`src/sv/assert_macros.svh`:
```
// ----------------------------------------------------------------------------
// Assertion macros
// Shared concurrent assertion forms, sampled on clk and disabled in reset.
// ----------------------------------------------------------------------------
`ifndef ASSERT_MACROS_SVH
`define ASSERT_MACROS_SVH

// same-cycle implication
`define ASSERT_IMP(lbl, ante, cons) \
  lbl: assert property (@(posedge clk) disable iff (!rst_n) (ante) |-> (cons)) \
    else $error("assertion failed");

// next-cycle implication
`define ASSERT_NXT(lbl, ante, cons) \
  lbl: assert property (@(posedge clk) disable iff (!rst_n) (ante) |=> (cons)) \
    else $error("assertion failed");

`endif

```
`src/sv/vgd_pkg.sv`:
```
// ----------------------------------------------------------------------------
// vgd_pkg
// Types, sizes and codes shared by the voxel grid downsampler.
// ----------------------------------------------------------------------------
package vgd_pkg;

  localparam int MAX_POINTS = 4096;
  localparam int IDX_W      = $clog2(MAX_POINTS);
  localparam int CNT_W      = $clog2(MAX_POINTS + 1);
  localparam int COORD_W    = 24;
  localparam int COL_W      = 8;
  localparam int SUM_W      = COORD_W + IDX_W;
  localparam int DVS_W      = 16;
  localparam int MINP_W     = 13;
  localparam int KEY_W      = 3 * COORD_W;
  localparam int STEP_W     = $clog2(SUM_W + 1);

  localparam logic [DVS_W-1:0] LEAF_RESET = 16'd102;

  // operation codes
  localparam logic OP_PUSH = 1'b0;
  localparam logic OP_PULL = 1'b1;

  // configuration register indexes
  localparam int CFG_IDX_W = 1;
  localparam logic [CFG_IDX_W-1:0] REG_LEAF = 1'b0;
  localparam logic [CFG_IDX_W-1:0] REG_MINP = 1'b1;

  // divider operand axis
  localparam logic [1:0] AX_X = 2'd0;
  localparam logic [1:0] AX_Y = 2'd1;
  localparam logic [1:0] AX_Z = 2'd2;

  typedef struct packed {
    logic                      operation;
    logic signed [COORD_W-1:0] pos_x;
    logic signed [COORD_W-1:0] pos_y;
    logic signed [COORD_W-1:0] pos_z;
    logic [COL_W-1:0]          red;
    logic [COL_W-1:0]          green;
  } in_item_t;

  typedef struct packed {
    logic                      valid_res;
    logic signed [COORD_W-1:0] cent_x;
    logic signed [COORD_W-1:0] cent_y;
    logic signed [COORD_W-1:0] cent_z;
    logic [COL_W-1:0]          red_max;
    logic [COL_W-1:0]          green_max;
    logic                      last_voxel;
    logic                      dropped;
  } out_item_t;

  typedef struct packed {
    logic signed [COORD_W-1:0] pos_x;
    logic signed [COORD_W-1:0] pos_y;
    logic signed [COORD_W-1:0] pos_z;
    logic [COL_W-1:0]          red;
    logic [COL_W-1:0]          green;
  } pt_t;

  localparam int PT_W = $bits(pt_t);

  // controller to datapath
  typedef struct packed {
    logic       push_wr;
    logic       ovf_set;
    logic       clr_store;
    logic       idx_clr;
    logic       idx_inc;
    logic       key_wr;
    logic       acc_clr;
    logic       acc_en;
    logic       bound_clr;
    logic       bound_strict;
    logic       bound_incl;
    logic       res_cap;
    logic       div_start;
    logic       div_cent;
    logic [1:0] div_axis;
    logic       out_fire;
    logic       out_valid;
    logic       out_last;
  } cmd_t;

  // datapath to controller
  typedef struct packed {
    logic full;
    logic idx_end;
    logic found;
    logic qual;
    logic div_done;
  } sts_t;

endpackage

```
`src/sv/vgd_ctrl.sv`:
```
// ----------------------------------------------------------------------------
// vgd_ctrl
// Controller: push handling, cell pass, scan passes and result sequencing.
// ----------------------------------------------------------------------------
module vgd_ctrl import vgd_pkg::*; (
  input  logic clk,
  input  logic rst_n,
  input  logic start,
  input  logic operation,
  input  sts_t sts,
  output logic busy,
  output cmd_t cmd
);

  localparam logic [3:0] ST_IDLE = 4'd0;
  localparam logic [3:0] ST_CCHK = 4'd1;
  localparam logic [3:0] ST_CRD  = 4'd2;
  localparam logic [3:0] ST_CDX  = 4'd3;
  localparam logic [3:0] ST_CDY  = 4'd4;
  localparam logic [3:0] ST_CDZ  = 4'd5;
  localparam logic [3:0] ST_CWR  = 4'd6;
  localparam logic [3:0] ST_SCHK = 4'd7;
  localparam logic [3:0] ST_SACC = 4'd8;
  localparam logic [3:0] ST_DEC  = 4'd9;
  localparam logic [3:0] ST_DCX  = 4'd10;
  localparam logic [3:0] ST_DCY  = 4'd11;
  localparam logic [3:0] ST_DCZ  = 4'd12;

  logic [3:0] state_r, state_nxt;
  logic       emitting_r, emitting_nxt;
  logic       look_r, look_nxt;

  always_ff @(posedge clk) begin
    if (!rst_n) begin
      state_r    <= ST_IDLE;
      emitting_r <= 1'b0;
      look_r     <= 1'b0;
    end else begin
      state_r    <= state_nxt;
      emitting_r <= emitting_nxt;
      look_r     <= look_nxt;
    end
  end

  always_comb begin
    state_nxt    = state_r;
    emitting_nxt = emitting_r;
    look_nxt     = look_r;
    cmd          = '0;
    unique case (state_r)
      ST_IDLE: begin
        if (start) begin
          if (operation == OP_PUSH) begin
            if (emitting_r || sts.full) cmd.ovf_set = 1'b1;
            else                        cmd.push_wr = 1'b1;
          end else begin
            look_nxt    = 1'b0;
            cmd.idx_clr = 1'b1;
            if (emitting_r) begin
              cmd.acc_clr = 1'b1;
              state_nxt   = ST_SCHK;
            end else begin
              cmd.bound_clr = 1'b1;
              state_nxt     = ST_CCHK;
            end
          end
        end
      end
      ST_CCHK: begin
        if (sts.idx_end) begin
          emitting_nxt = 1'b1;
          cmd.idx_clr  = 1'b1;
          cmd.acc_clr  = 1'b1;
          state_nxt    = ST_SCHK;
        end else begin
          state_nxt = ST_CRD;
        end
      end
      ST_CRD: begin
        cmd.div_start = 1'b1;
        cmd.div_axis  = AX_X;
        state_nxt     = ST_CDX;
      end
      ST_CDX: begin
        if (sts.div_done) begin
          cmd.div_start = 1'b1;
          cmd.div_axis  = AX_Y;
          state_nxt     = ST_CDY;
        end
      end
      ST_CDY: begin
        if (sts.div_done) begin
          cmd.div_start = 1'b1;
          cmd.div_axis  = AX_Z;
          state_nxt     = ST_CDZ;
        end
      end
      ST_CDZ: begin
        if (sts.div_done) state_nxt = ST_CWR;
      end
      ST_CWR: begin
        cmd.key_wr  = 1'b1;
        cmd.idx_inc = 1'b1;
        state_nxt   = ST_CCHK;
      end
      ST_SCHK: begin
        state_nxt = sts.idx_end ? ST_DEC : ST_SACC;
      end
      ST_SACC: begin
        cmd.acc_en  = 1'b1;
        cmd.idx_inc = 1'b1;
        state_nxt   = ST_SCHK;
      end
      ST_DEC: begin
        if (!sts.found) begin
          cmd.out_fire  = 1'b1;
          cmd.out_valid = look_r;
          cmd.out_last  = look_r;
          cmd.clr_store = 1'b1;
          emitting_nxt  = 1'b0;
          state_nxt     = ST_IDLE;
        end else if (!sts.qual) begin
          cmd.bound_strict = 1'b1;
          cmd.idx_clr      = 1'b1;
          cmd.acc_clr      = 1'b1;
          state_nxt        = ST_SCHK;
        end else if (look_r) begin
          cmd.bound_incl = 1'b1;
          cmd.out_fire   = 1'b1;
          cmd.out_valid  = 1'b1;
          state_nxt      = ST_IDLE;
        end else begin
          cmd.res_cap   = 1'b1;
          cmd.div_start = 1'b1;
          cmd.div_cent  = 1'b1;
          cmd.div_axis  = AX_X;
          state_nxt     = ST_DCX;
        end
      end
      ST_DCX: begin
        if (sts.div_done) begin
          cmd.div_start = 1'b1;
          cmd.div_cent  = 1'b1;
          cmd.div_axis  = AX_Y;
          state_nxt     = ST_DCY;
        end
      end
      ST_DCY: begin
        if (sts.div_done) begin
          cmd.div_start = 1'b1;
          cmd.div_cent  = 1'b1;
          cmd.div_axis  = AX_Z;
          state_nxt     = ST_DCZ;
        end
      end
      ST_DCZ: begin
        if (sts.div_done) begin
          cmd.bound_strict = 1'b1;
          cmd.idx_clr      = 1'b1;
          cmd.acc_clr      = 1'b1;
          look_nxt         = 1'b1;
          state_nxt        = ST_SCHK;
        end
      end
      default: state_nxt = ST_IDLE;
    endcase
  end

  assign busy = state_r != ST_IDLE;

endmodule

```
`config.mk`:
```
export PLATFORM = sky130hd
export DESIGN_NAME = vgd_ctrl
export DESIGN_NICKNAME = d
export VERILOG_FILES = /design/src/sv/assert_macros.svh /design/src/sv/vgd_pkg.sv /design/src/sv/vgd_ctrl.sv
export SDC_FILE = /design/constraint.sdc
export NUM_CORES = 1
export LEC_CHECK = 0
export BUFFER_PORTS_ARGS = -buffer_cell sky130_fd_sc_hd__clkbuf_2
export CORE_ASPECT_RATIO = 1.4
export CORE_MARGIN = 2
export CORE_UTILIZATION = 30
export DETAILED_ROUTE_END_ITERATION = 8
export PLACE_DENSITY = 0.65
export REMOVE_ABC_BUFFERS = 1
export SYNTH_ARGS = -nofsm -noshare
export SYNTH_HDL_FRONTEND = slang
export SYNTH_SLANG_ARGS = --single-unit
```
`constraint.sdc`:
```
create_clock -name clk -period 1.8 [get_ports clk]
set_clock_uncertainty 0.1 [all_clocks]
set_input_delay 0 -clock clk [delete_from_list [all_inputs] [get_ports clk]]
set_output_delay 0 -clock clk [all_outputs]
set_load 0.1 [all_outputs]
```
==> results of run 1 <==
-- metal layers --
| layer | vias up | global-route usage [%] | share of wire [%] |
|---|---|---|---|
| li1 | 431 | - | - |
| met1 | 412 | 19.07 | 40 |
| met2 | 53 | 34.33 | 50 |
| met3 | 7 | 3.681 | 7.5 |
| met4 | 0 | 10.82 | 2.6 |
| met5 | - | 0 | 0 |
-- kinds of logic (layout without fill, tap and decap cells) --
family / count (synthesis) / after routing / synth area share [%]
muxes: 1 / 1 / 1.556
AOI/OAI and AO/OA: 23 / 23 / 26.46
DFF: 6 / 6 / 18.68
xor gates and xnor gates: 1 / 1 / 1.362
buffers and inverters: 9 / 57 / 5.641
and+or+nand+nor: 50 / 50 / 46.31
-- state kept, by name, indices dropped and copies added, names as in the netlist --
signal and cells:
state_r 4, emitting_r 1, look_r 1
-- area by class of cell --
cell class,instances,area share (%)
sequential,6,9.879
clock buffer,3,1.678
timing repair buffer,50,44.55
inverter,4,1.118
multi-input combinational,75,40.82
tap,21,1.957
-- synth_stat cells (all sizes together), types with 2 or more instances --
cell type  number
nor4            3
inv             4
or3             2
a21oi           2
o211ai          2
nand3           4
o311ai          2
and2            2
a21boi          2
clkbuf          3
nor2b           8
nand4           2
dfxtp           6
a31oi           2
buf             2
and3            2
o21ai           4
nor2            7
or2             3
nor3            2
nand2          10
-- final timing paths --
| path | endpoint | startpoint | cells past startpoint | slack [ns] |
|---|---|---|---|---|
| worst min register to register | look_r$_SDFFE_PN0P_ | look_r$_SDFFE_PN0P_ | 2 | 0.47 |
| worst max register to register | state_r[0]$_SDFFE_PN0P_ | state_r[2]$_SDFFE_PN0P_ | 5 | 0.05 |
| worst min-delay path | emitting_r$_SDFFE_PN0P_ | sts[3] | 3 | 0.03 |
| worst max-delay path | cmd[1] | state_r[2]$_SDFFE_PN0P_ | 6 | 0.03 |
-- worst register-to-register path: cells and delay by family, from the launching register on --
family | cells | cell delay [ns]
compound gates | 1 | 0.20
buf+inv | 1 | 0.15
flops | 1 | 0.37
simple gates | 3 | 0.83
-- report_power, final --
part | total [mW] | switching [mW] | internal, mW
logic | 1.62 | 1.02 | 0.600
clock network | 0.139 | 0.0626 | 0.0764
registers | 0.291 | 0.0967 | 0.194
total | 2.05 | 1.18 | 0.871
-- per-stage QoR --
stage / TNS, ns / total power, mW
6_report: 0 / 2.049
5_1_grt: -0.03010 / 2.142
4_1_cts: 0 / 2.017
3_5_place_dp: 0 / 1.747
3_3_place_gp: 0 / 1.719
2_1_floorplan: -23.34 / 1.258
-- timing repair --
item                       CTS  global route
hold buffers                 1             0
gates resized for setup     11             9
buffers inserted             7             2
pin swaps                    2             1
gates cloned                 0             0
setup endpoints to repair   13             9
hold endpoints to repair     4             0
==> results.md, run 1 <==
Run status:
- The run finished with clean final reports.

Clocking:
- The clock transition at the registers of the reported paths is approximately 0.06 ns.
- Buffers inserted during clock tree synthesis total 3.
- The TritonCTS clock tree is done.
- The number of levels the H-tree was split into is 1.
- The master cell of the clock root buffer is sky130_fd_sc_hd__clkbuf_4.
- The number of clock sinks is 6.
- The clock passes through at most 2 buffers.
- The clock latency of the later-clocked register in the worst-skew pair is 0.27 ns.

Placed design:
- Buffers placed on the I/O ports in this run total 28.
- The congestion estimate from routability-driven global placement came to around 0.85.
- The instance area at placement is ~0.0012 mm².
- The number of placed instances, taps included, is around 150.
- The worst setup slack before clock tree synthesis is between 0.01 and 0.015 ns.
- The HPWL after detailed placement is 1633 µm.

Setup path:
- The maximum fanout along the worst path is 8.
- The worst setup path is launched from a flop.
- For this run, the slowest stage of the critical path takes 0.40 ns.
- The start-to-end type of the worst setup path is reg2out.
- The family of cells with the greatest summed delay on the critical path is simple AND/OR/NAND/NOR gates.
- The cell type of the slowest stage on the worst timing path is sky130_fd_sc_hd__dfxtp_4.
- The endpoint arrival time on the critical path is ~1.7 ns.
- The critical path goes through nand4bb_4 > buf_4 > nor2_1 > and2_4 > or2_2 > buf_12.
- The worst endpoint required time is 1.70 ns.
- Counting both buffers and inverters, the worst setup path holds a total of 2.
- The endpoint type of the worst setup path is an output pin.

Yosys:
- The top cell type by total area after synthesis is sky130_fd_sc_hd__dfxtp_1.
- The cell count after synthesis is 90.
- The sequential area share after synthesis is 18.68%.
- Yosys printed 0 warnings.
- Synthesis inferred 6 register bits.
- By area the synthesized netlist is led by sky130_fd_sc_hd__dfxtp_1, sky130_fd_sc_hd__nor2b_1, sky130_fd_sc_hd__nand2_1, sky130_fd_sc_hd__nor2_1, sky130_fd_sc_hd__nand3_1.
- The proportion of synthesized flip-flops having asynchronous set or reset is 0%.
- Counting flops with a built-in enable in the synthesized netlist gives 0.
- The cell area after synthesis is roughly 640 µm².
- The number of different library cells used by synthesis comes to between 40 and 50.
- The proportion of netlist area held by the largest area contributor is between 10% and 20%.
- The per-instance average area after synthesis is between 7 and 8 µm².
- The commonest register cell after synthesis is sky130_fd_sc_hd__dfxtp_1.

Timing:
- The count of final setup violators is 0.
- After layout, the worst setup slack is around 0.032 ns.
- Headroom to the max-slew limit came out at between 60% and 70%.
- The pin slew with the least headroom to its limit is between 0.5 and 0.6 ns.
- The hold slack is ~0.034 ns.
- The minimum clock period after layout is about 1.8 ns.
- For this run, the top clock speed supported by timing is roughly 570 MHz.
- The share of the clock period used by the worst path is 98.21%.
- The number of max-slew violations in the final report is 0.
- The number of failing hold endpoints at the final stage came to 0.

Floorplanning:
- The die is ~43 µm wide.
- For this configuration, the core starts out at a cell density of approximately 32%.
- The total area inside the core boundary comes to between 0.0015 and 0.002 mm².
- After floorplanning, the core was divided into 19 placement rows.
- In this run the count of I/O pins placed on the die edge is 29.
- The area of the die is between 0.002 and 0.003 mm².
- Measured along the y axis, the die boundary spans 58.78 µm.

Detailed routing:
- The via density per instance is about 5.7.
- For this run, design rule violations remaining after detail routing come to 0.
- The pre-antenna-repair detailed-routing pass consisted of 4 iterations.
- The final layout contains routed wiring with a total length of approximately 2400 µm.
- The per-cell routed wire length is approximately 15 µm.
- The final route contains 903 vias.
- In this run, the number of DRC markers left after iteration 0 of detailed routing was 22.
- The detail route stage leaves a number of antenna-violating nets equal to 0.

Finish:
- The final cell utilization of the core is 67.23%.
- Leaving out fill and tap cells, the most frequent cell in the layout is sky130_fd_sc_hd__buf_4.
- The final standard cell area without fillers is 0.001343 mm².
- The finished layout holds about 160 standard cells, fillers aside.
- For this run, the post-layout net count is approximately 150.
- 0 antenna diodes ended up in the layout.
- In the layout the commonest cells are sky130_fd_sc_hd__buf_4, sky130_fd_sc_hd__buf_12, sky130_fd_sc_hd__nand2_1.
- Registers take ~130 µm².
- Compared with the post-synthesis result, the final layout area differs by 108.8%.
- Summing all multi-input logic gate instances after layout gives about 550 µm².
- In the final layout, the share of cells above drive strength 1 is between 50% and 60%.
- The fill cell total of the finished layout is 138.

Pwr:
- The power density normalized to cell area is between 1500 and 2000 mW/mm².
- The maximum ir drop on the vdd rail is 0.001003 V.
- In this run the static leakage power is about 0.56 nW.

Global routing:
- The number of global-route vias before repair is between 800 and 900.
- For this run the aggregate overflow at the end of global routing stands at 0.
- The total routing resource utilization after global routing is a little under a fifth.
- The maximum number of pins on one net before global-route repair is 11.
- The first global-routing pass estimated 3615 µm of wire.
- The initial antenna violation count is 0.

Hold path:
- The worst hold path class is in2reg.

Flow run:
- The tool flagged a number of max-cap violations equal to 0.
(Power assumes the default switching activity.)
==> run 2: changes to the inputs <==
Settings changed: CORE_ASPECT_RATIO 1.4 to default.
==> results.md, run 2 (synthesis results as in run 1) <==
Run status:
- The run finished with clean final reports.

Clocking:
- For the worst-skew pair, the clock arrives at the later sink with an insertion delay of roughly 0.26 ns.
- Counting along the longest clock path gives a buffer depth of 2.
- The number of levels the H-tree was split into is 1.
- The number of clock buffers inserted by TritonCTS is 3.
- The clock transition at the registers of the reported paths is 0.05 ns.
- TritonCTS built the clock tree.
- For this design, the sink count on the clock tree is 6.
- The master cell of the clock root buffer is sky130_fd_sc_hd__clkbuf_4.

Setup path:
- In this run the critical register-to-register path is captured at state_r[3]$_SDFFE_PN0P_.
- The endpoint type of the worst setup path is an output pin.
- The signal on the critical path passes through nand4bb_4 > buf_6 > nor2_1 > and2_1 > or2_2 > buf_12.
- The worst-case reg-to-reg path depth is 5.
- The worst setup path is launched from a flop.
- The family of cells with the greatest summed delay on the critical path is simple AND/OR/NAND/NOR gates.
- The maximum fanout along the worst path is 8.
- At the worst endpoint, the arrival time is ~1.7 ns.
- The cell type of the slowest stage on the worst timing path is sky130_fd_sc_hd__dfxtp_4.
- The worst endpoint required time is between 1.5 and 2 ns.
- The minimum setup slack among reg-to-reg paths is roughly 0.12 ns.
- The critical path buffer and inverter count is 2.
- The worst setup path is of the reg2out kind.
- The critical path's largest stage delay is about 0.4 ns.
- The reg-to-reg critical path startpoint is state_r[1]$_SDFFE_PN0P_.

Pwr:
- IR analysis of the VDD net gives a maximum drop of between 0.001 and 0.0015 V.
- The power density normalized to cell area is approximately 1600 mW/mm².
- For this design the static power due to leakage is between 0.5 and 0.6 nW.

Timing:
- The number of max-slew violations in the final report is 0.
- The hold slack is 0.03405 ns.
- Static timing analysis puts the maximum clock frequency at about 570 MHz.
- At the pin with the least slew margin, the transition time is around 0.54 ns.
- The minimum clock period after layout is around 1.8 ns.
- The number of failing hold endpoints at the final stage came to 0.
- The count of final setup violators is 0.
- The worst max-slew margin expressed relative to the limit is roughly 64%.
- Setup repair after global routing could not meet its margin everywhere.
- The share of the clock period used by the worst path is a little over nine tenths.

Global routing:
- The first global-routing pass estimated approximately 4100 µm of wire.
- The maximum number of pins on one net before global-route repair is 11.
- The total routing resource utilization after global routing is between 20% and 30%.
- Global routing finished with a remaining overflow of 0.
- The initial antenna violation count was 0.
- The number of global-route vias before repair came to approximately 900.

Finish:
- The flip-flop count of the largest register, all copies and words added is 4.
- The top cell types in the final layout, fill and taps aside, are sky130_fd_sc_hd__buf_12, sky130_fd_sc_hd__buf_4, sky130_fd_sc_hd__nand2_1.
- Ranked by flip-flop count, first place goes to state_r.
- The number of nets at the end of the flow is 145.
- Leaving out fill and tap cells, the most frequent cell in the layout is sky130_fd_sc_hd__buf_12.
- The area added between synthesis and finish is 104.7%.
- The layout cell share with drive strength beyond 1 is between 40% and 50%.
- The total inserted antenna cells is 0.
- The count of cells in the finished layout, fillers not included, comes to around 160.
- The largest registers in the layout are state_r: 4 flops, emitting_r: 1 flops, look_r: 1 flops.

Detailed routing:
- The via density per instance is 5.776.
- In the routed design, unresolved DRC markers number 0.
- Once detail routing completed, the nets flagged for antenna violations numbered 0.
- The number of iterations in the first detailed-routing pass is 4.
- The post-detailed-routing wire length is around 2500 µm.
- For this block, the initial DRC count from the detailed router was 22.
- The total number of vias is 930.
- The per-cell routed wire length is 15.58 µm.

Placed design:
- The congestion estimate from routability-driven global placement came to roughly 0.9.
- The HPWL after detailed placement is approximately 1800 µm.
- The count of placed standard cells including taps is between 150 and 200.
- The number of port buffers is 28.

Flow run:
- The number of max-capacitance violations reported is 0.

Hold path:
- The startpoint identified for the worst hold timing path is sts[3].
- The count of cells along the worst hold path is 3.
- The terminating pin of the worst hold path is emitting_r$_SDFFE_PN0P_.
- The worst hold path class is in2reg.

Floorplanning:
- 29 I/O pins were placed.
- The area of the die is 0.002530 mm².
- The die boundary width is about 50 µm.
- The floorplan step defined a core boundary enclosing between 0.002 and 0.0025 mm².
- The initial core utilization is 32.13%.
- The number of rows in the core area is 16.
- The height of the chip is 50.30 µm.
-- run 2: changes by cell type in the layout (fill, tap and decap cells not counted), sizes merged --
cell and delta:
clkbuf -1, buf -3
-- run 2: metal layers --
layer / vias to the layer above / track usage [%] / part of all wire [%]
met5: - / 0 / 0
met4: 0 / 8.559 / 3.0
met3: 9 / 7.143 / 8.3
met2: 54 / 38.16 / 50
met1: 438 / 23.68 / 39
li1: 429 / - / -
-- run 2: how the worst max path moves through the flow --
stage                                  startpoint  slack, ns       to  depth (start not counted)
after floorplan           state_r[3]$_SDFFE_PN0P_      -2.87  cmd[14]                          2
after global placement    state_r[2]$_SDFFE_PN0P_      0.009   cmd[5]                          5
after detailed placement  state_r[2]$_SDFFE_PN0P_      -0.01   cmd[5]                          5
after CTS                 state_r[2]$_SDFFE_PN0P_     -0.003   cmd[1]                          6
after global routing      state_r[2]$_SDFFE_PN0P_      -0.03   cmd[1]                          6
final                     state_r[2]$_SDFFE_PN0P_       0.04   cmd[1]                          6
-- run 2: cell type report --
cell class / instances / area (µm²)
fillers: 156 / 685.7
flip-flops and latches: 6 / 132.6
well taps: 27 / 33.78
repair buffers: 46 / 566.8
inverters: 4 / 15.01
clock buffers: 3 / 22.52
multi-input cells: 75 / 545.5
-- run 2: per-stage QoR --
step	area, µm²	worst slack [ns]	TNS [ns]	util (%)	power [mW]
2_1_floorplan	621.8	-2.868	-23.34	-	1.258
3_3_place_gp	1194	0.009389	0	59.62	1.768
3_5_place_dp	1194	-0.01101	-0.01101	59.62	1.818
4_1_cts	1274	-0.003168	-0.003168	63.63	1.997
5_1_grt	1316	-0.03142	-0.04769	65.75	2.198
6_report	1316	0.03611	0	65.75	2.104
-- run 2: power breakdown --
group	internal (mW)	total [mW]	leakage, nW	switching, mW
logic	0.618	1.67	0.479	1.05
clock network	0.0761	0.135	0.0138	0.0588
registers	0.195	0.298	0.0515	0.103
total	0.889	2.10	0.544	1.22
-- run 2: worst register-to-register path, cell delays in order (launching register included) --
cell and delay (ns):
sky130_fd_sc_hd__dfxtp_4 0.37, sky130_fd_sc_hd__nor2b_1 0.16, sky130_fd_sc_hd__buf_4 0.15, sky130_fd_sc_hd__a22oi_1 0.36
sky130_fd_sc_hd__o21a_1 0.28, sky130_fd_sc_hd__mux2i_1 0.19
-- run 2: what timing repair did --
| action | 4_1_cts | 5_1_grt |
|---|---|---|
| hold endpoints to repair | 5 | 0 |
| gates resized for setup | 11 | 7 |
| setup buffers | 0 | 2 |
| hold buffers | 1 | 0 |
| cloned | 0 | 0 |
| endpoints found under the setup margin | 11 | 10 |
| pin swaps | 0 | 3 |
==> run 3: changes to the inputs <==
Settings changed: REMOVE_ABC_BUFFERS 1 to default.
==> results.md, run 3 (synthesis results as in run 1) <==
Floorplanning:
- The die boundary width is approximately 50 µm.
- Row generation in the floorplan step produced 16 rows.
- The die covers 0.002530 mm².
- The initial core utilization is around a third.
- 29 I/O pins were placed.
- The floorplan step defined a core boundary enclosing around 0.002 mm².
- In this run the vertical extent of the chip is 50.30 µm.

Timing:
- The number of max-slew violations in the final report is 0.
- The worst max-slew margin expressed relative to the limit is around 64%.
- The timing-limited maximum frequency is approximately 560 MHz.
- The pin slew with the least headroom to its limit is about 0.54 ns.
- On the final layout, the worst hold slack is ~0.069 ns.
- The count of final setup violators is 0.
- The number of failing hold endpoints at the final stage is 0.
- Setup repair after global routing could not meet its margin everywhere.
- The minimum clock period after layout is about 1.8 ns.
- The share of the clock period used by the worst path is between 90% and 100%.

Pwr:
- The power density normalized to cell area is 1595 mW/mm².
- Summed over all cells, the static leakage comes to 0.5174 nW.
- The maximum ir drop on the vdd rail is 0.001272 V.

Finish:
- The multi-input gate area in the final layout is 631.9 µm².
- The most frequent standard cell in the layout excluding fill and tap cells is sky130_fd_sc_hd__buf_4.
- The final layout contains around 140 nets.
- The largest registers in the layout are state_r: 4 flops, emitting_r: 1 flops, look_r: 1 flops.
- In the final layout, the share of cells above drive strength 1 is 53.85%.
- With fillers left out, the area of the finished cells amounts to roughly 0.0013 mm².
- For this run, the share of the core covered by cells in the final layout is 65.44%.
- The fill cell total of the finished layout is between 150 and 200.
- The register with the most flip-flops in the layout has 4 of them.
- The number of antenna diodes in the final layout is 0.
- The sequential cell area in the final layout is 135.1 µm².
- The top register by number of flip-flops is state_r.
- The area added between synthesis and finish is 103.7%.
- In the layout the commonest cells are sky130_fd_sc_hd__buf_4, sky130_fd_sc_hd__buf_12, sky130_fd_sc_hd__clkbuf_2.

Flow run:
- The tool flagged a number of max-cap violations equal to 0.

Setup path:
- The endpoint arrival time on the critical path is 1.69 ns.
- The endpoint type of the worst setup path is an output pin.
- The reg-to-reg critical path startpoint is state_r[1]$_SDFFE_PN0P_.
- The worst setup path is of the reg2out kind.
- The first element of the critical path is state_r[3]$_SDFFE_PN0P_.
- The kind of start point of the critical path is a flop.
- The worst-case reg-to-reg path depth is 5.
- Setup slack on the worst reg-to-reg path comes out at around 0.040 ns.
- The endpoint identified for the worst register-to-register timing path is state_r[0]$_SDFFE_PN0P_.
- The capture point of the critical path is cmd[15].
- The maximum fanout along the worst path is 7.
- For the worst setup path, the data required time is about 1.7 ns.

Detailed routing:
- The per-cell routed wire length is around 14 µm.
- Wires add up to around 2200 µm.
- Dividing the detail-routed via count by the number of cells gives around 5.4.
- For this run, the detailed router's first-pass iteration total came to 4.
- The detailed-route DRC error count is 0.
- The count of antenna-violating nets left after detailed routing is 0.
- The routed layout has 849 vias.
- The number of design-rule violations left by the first detailed-router iteration is 40.

Global routing:
- The initial antenna violation count was 0.
- The first global-routing pass estimated approximately 3300 µm of wire.
- The total routing resource utilization after global routing is 16.70%.
- The maximum number of pins on one net before global-route repair is 18.
- Global routing finished with a remaining overflow of 0.
- The number of global-route vias before repair is between 700 and 800.

Hold path:
- The tightest min-delay check is of the in2reg type.

Clocking:
- Counting along the longest clock path gives a buffer depth of 2.
- The number of clock sinks is 6.
- The TritonCTS clock tree is done.
- The number of levels the H-tree was split into is 1.
- For the worst-skew pair, the clock arrives at the later sink with an insertion delay of ~0.24 ns.
- The clock transition at the registers of the reported paths is around 0.04 ns.
- The number of clock buffers inserted by TritonCTS is 3.
- The root buffer cell chosen for the clock tree is sky130_fd_sc_hd__clkbuf_4.

Placed design:
- The instance area at placement is about 0.0012 mm².
- The routability congestion estimate is between 0.8 and 0.9.
- Buffers placed on the I/O ports in this run total 28.
- The HPWL after detailed placement is 1503 µm.

Yosys:
- Synthesis produced a netlist with a net count of between 90 and 100.

Run status:
- The flow ran to the end, and the final reports show no timing, DRC or antenna violations.
==> run 3: area by class of cell <==
cell class | instances | area share [%]
clock buffers | 3 | 1.719
inverters | 4 | 1.146
multi-input cells | 75 | 48.23
flip-flops and latches | 6 | 10.32
well taps | 27 | 2.579
repair buffers | 42 | 36.01
==> run 3: critical path: stages (launching register included) <==
cell,delay (ns)
sky130_fd_sc_hd__dfxtp_4,0.39
sky130_fd_sc_hd__buf_4,0.13
sky130_fd_sc_hd__nand4bb_4,0.15
sky130_fd_sc_hd__or3_4,0.40
sky130_fd_sc_hd__nand4_1,0.17
sky130_fd_sc_hd__buf_12,0.19
==> run 3: what timing repair did <==
item                       CTS  global route
setup endpoints to repair    6             6
pin swaps                    0             5
setup buffers                1            10
resized for setup            5             6
hold buffers                 1             0
hold endpoints to repair     6             0
==> run 3: per-layer routing <==
layer / track usage (%) / up-vias / part of all wire (%) / wire length, µm
met4: 1.351 / 0 / 0.37 / 8
met1: 23.13 / 399 / 43 / 939
met3: 4.762 / 2 / 6.7 / 146
met2: 26.75 / 29 / 50 / 1089
li1: - / 419 / - / -
met5: 0 / - / 0 / 0
==> run 3: worst min path at each step <==
stage | start | end | slack (ns) | cells after the start
global placement | rst_n | state_r[0]$_SDFFE_PN0P_ | 0.21 | 3
global route | sts[1] | state_r[2]$_SDFFE_PN0P_ | 0.08 | 3
detailed placement | rst_n | state_r[0]$_SDFFE_PN0P_ | 0.20 | 3
CTS | sts[3] | emitting_r$_SDFFE_PN0P_ | 0.06 | 3
finish | sts[1] | state_r[2]$_SDFFE_PN0P_ | 0.07 | 3
floorplan | sts[2] | cmd[16] | 0.004 | 1
==> run 3: power breakdown <==
group	internal [mW]	total, mW	switching, mW
logic	0.604	1.64	1.04
registers	0.193	0.320	0.127
clock network	0.0754	0.124	0.0482
total	0.873	2.09	1.22
==> run 3: metrics by stage <==
stage	cells	power (mW)	worst slack (ns)	TNS, ns
floorplan	90	1.384	-0.5562	-3.060
global placement	142	1.761	0.1156	0
detailed placement	142	1.770	0.07849	0
CTS	147	1.953	0.0006373	0
global route	157	2.188	-0.07099	-0.1333
finish	157	2.089	0.01379	0
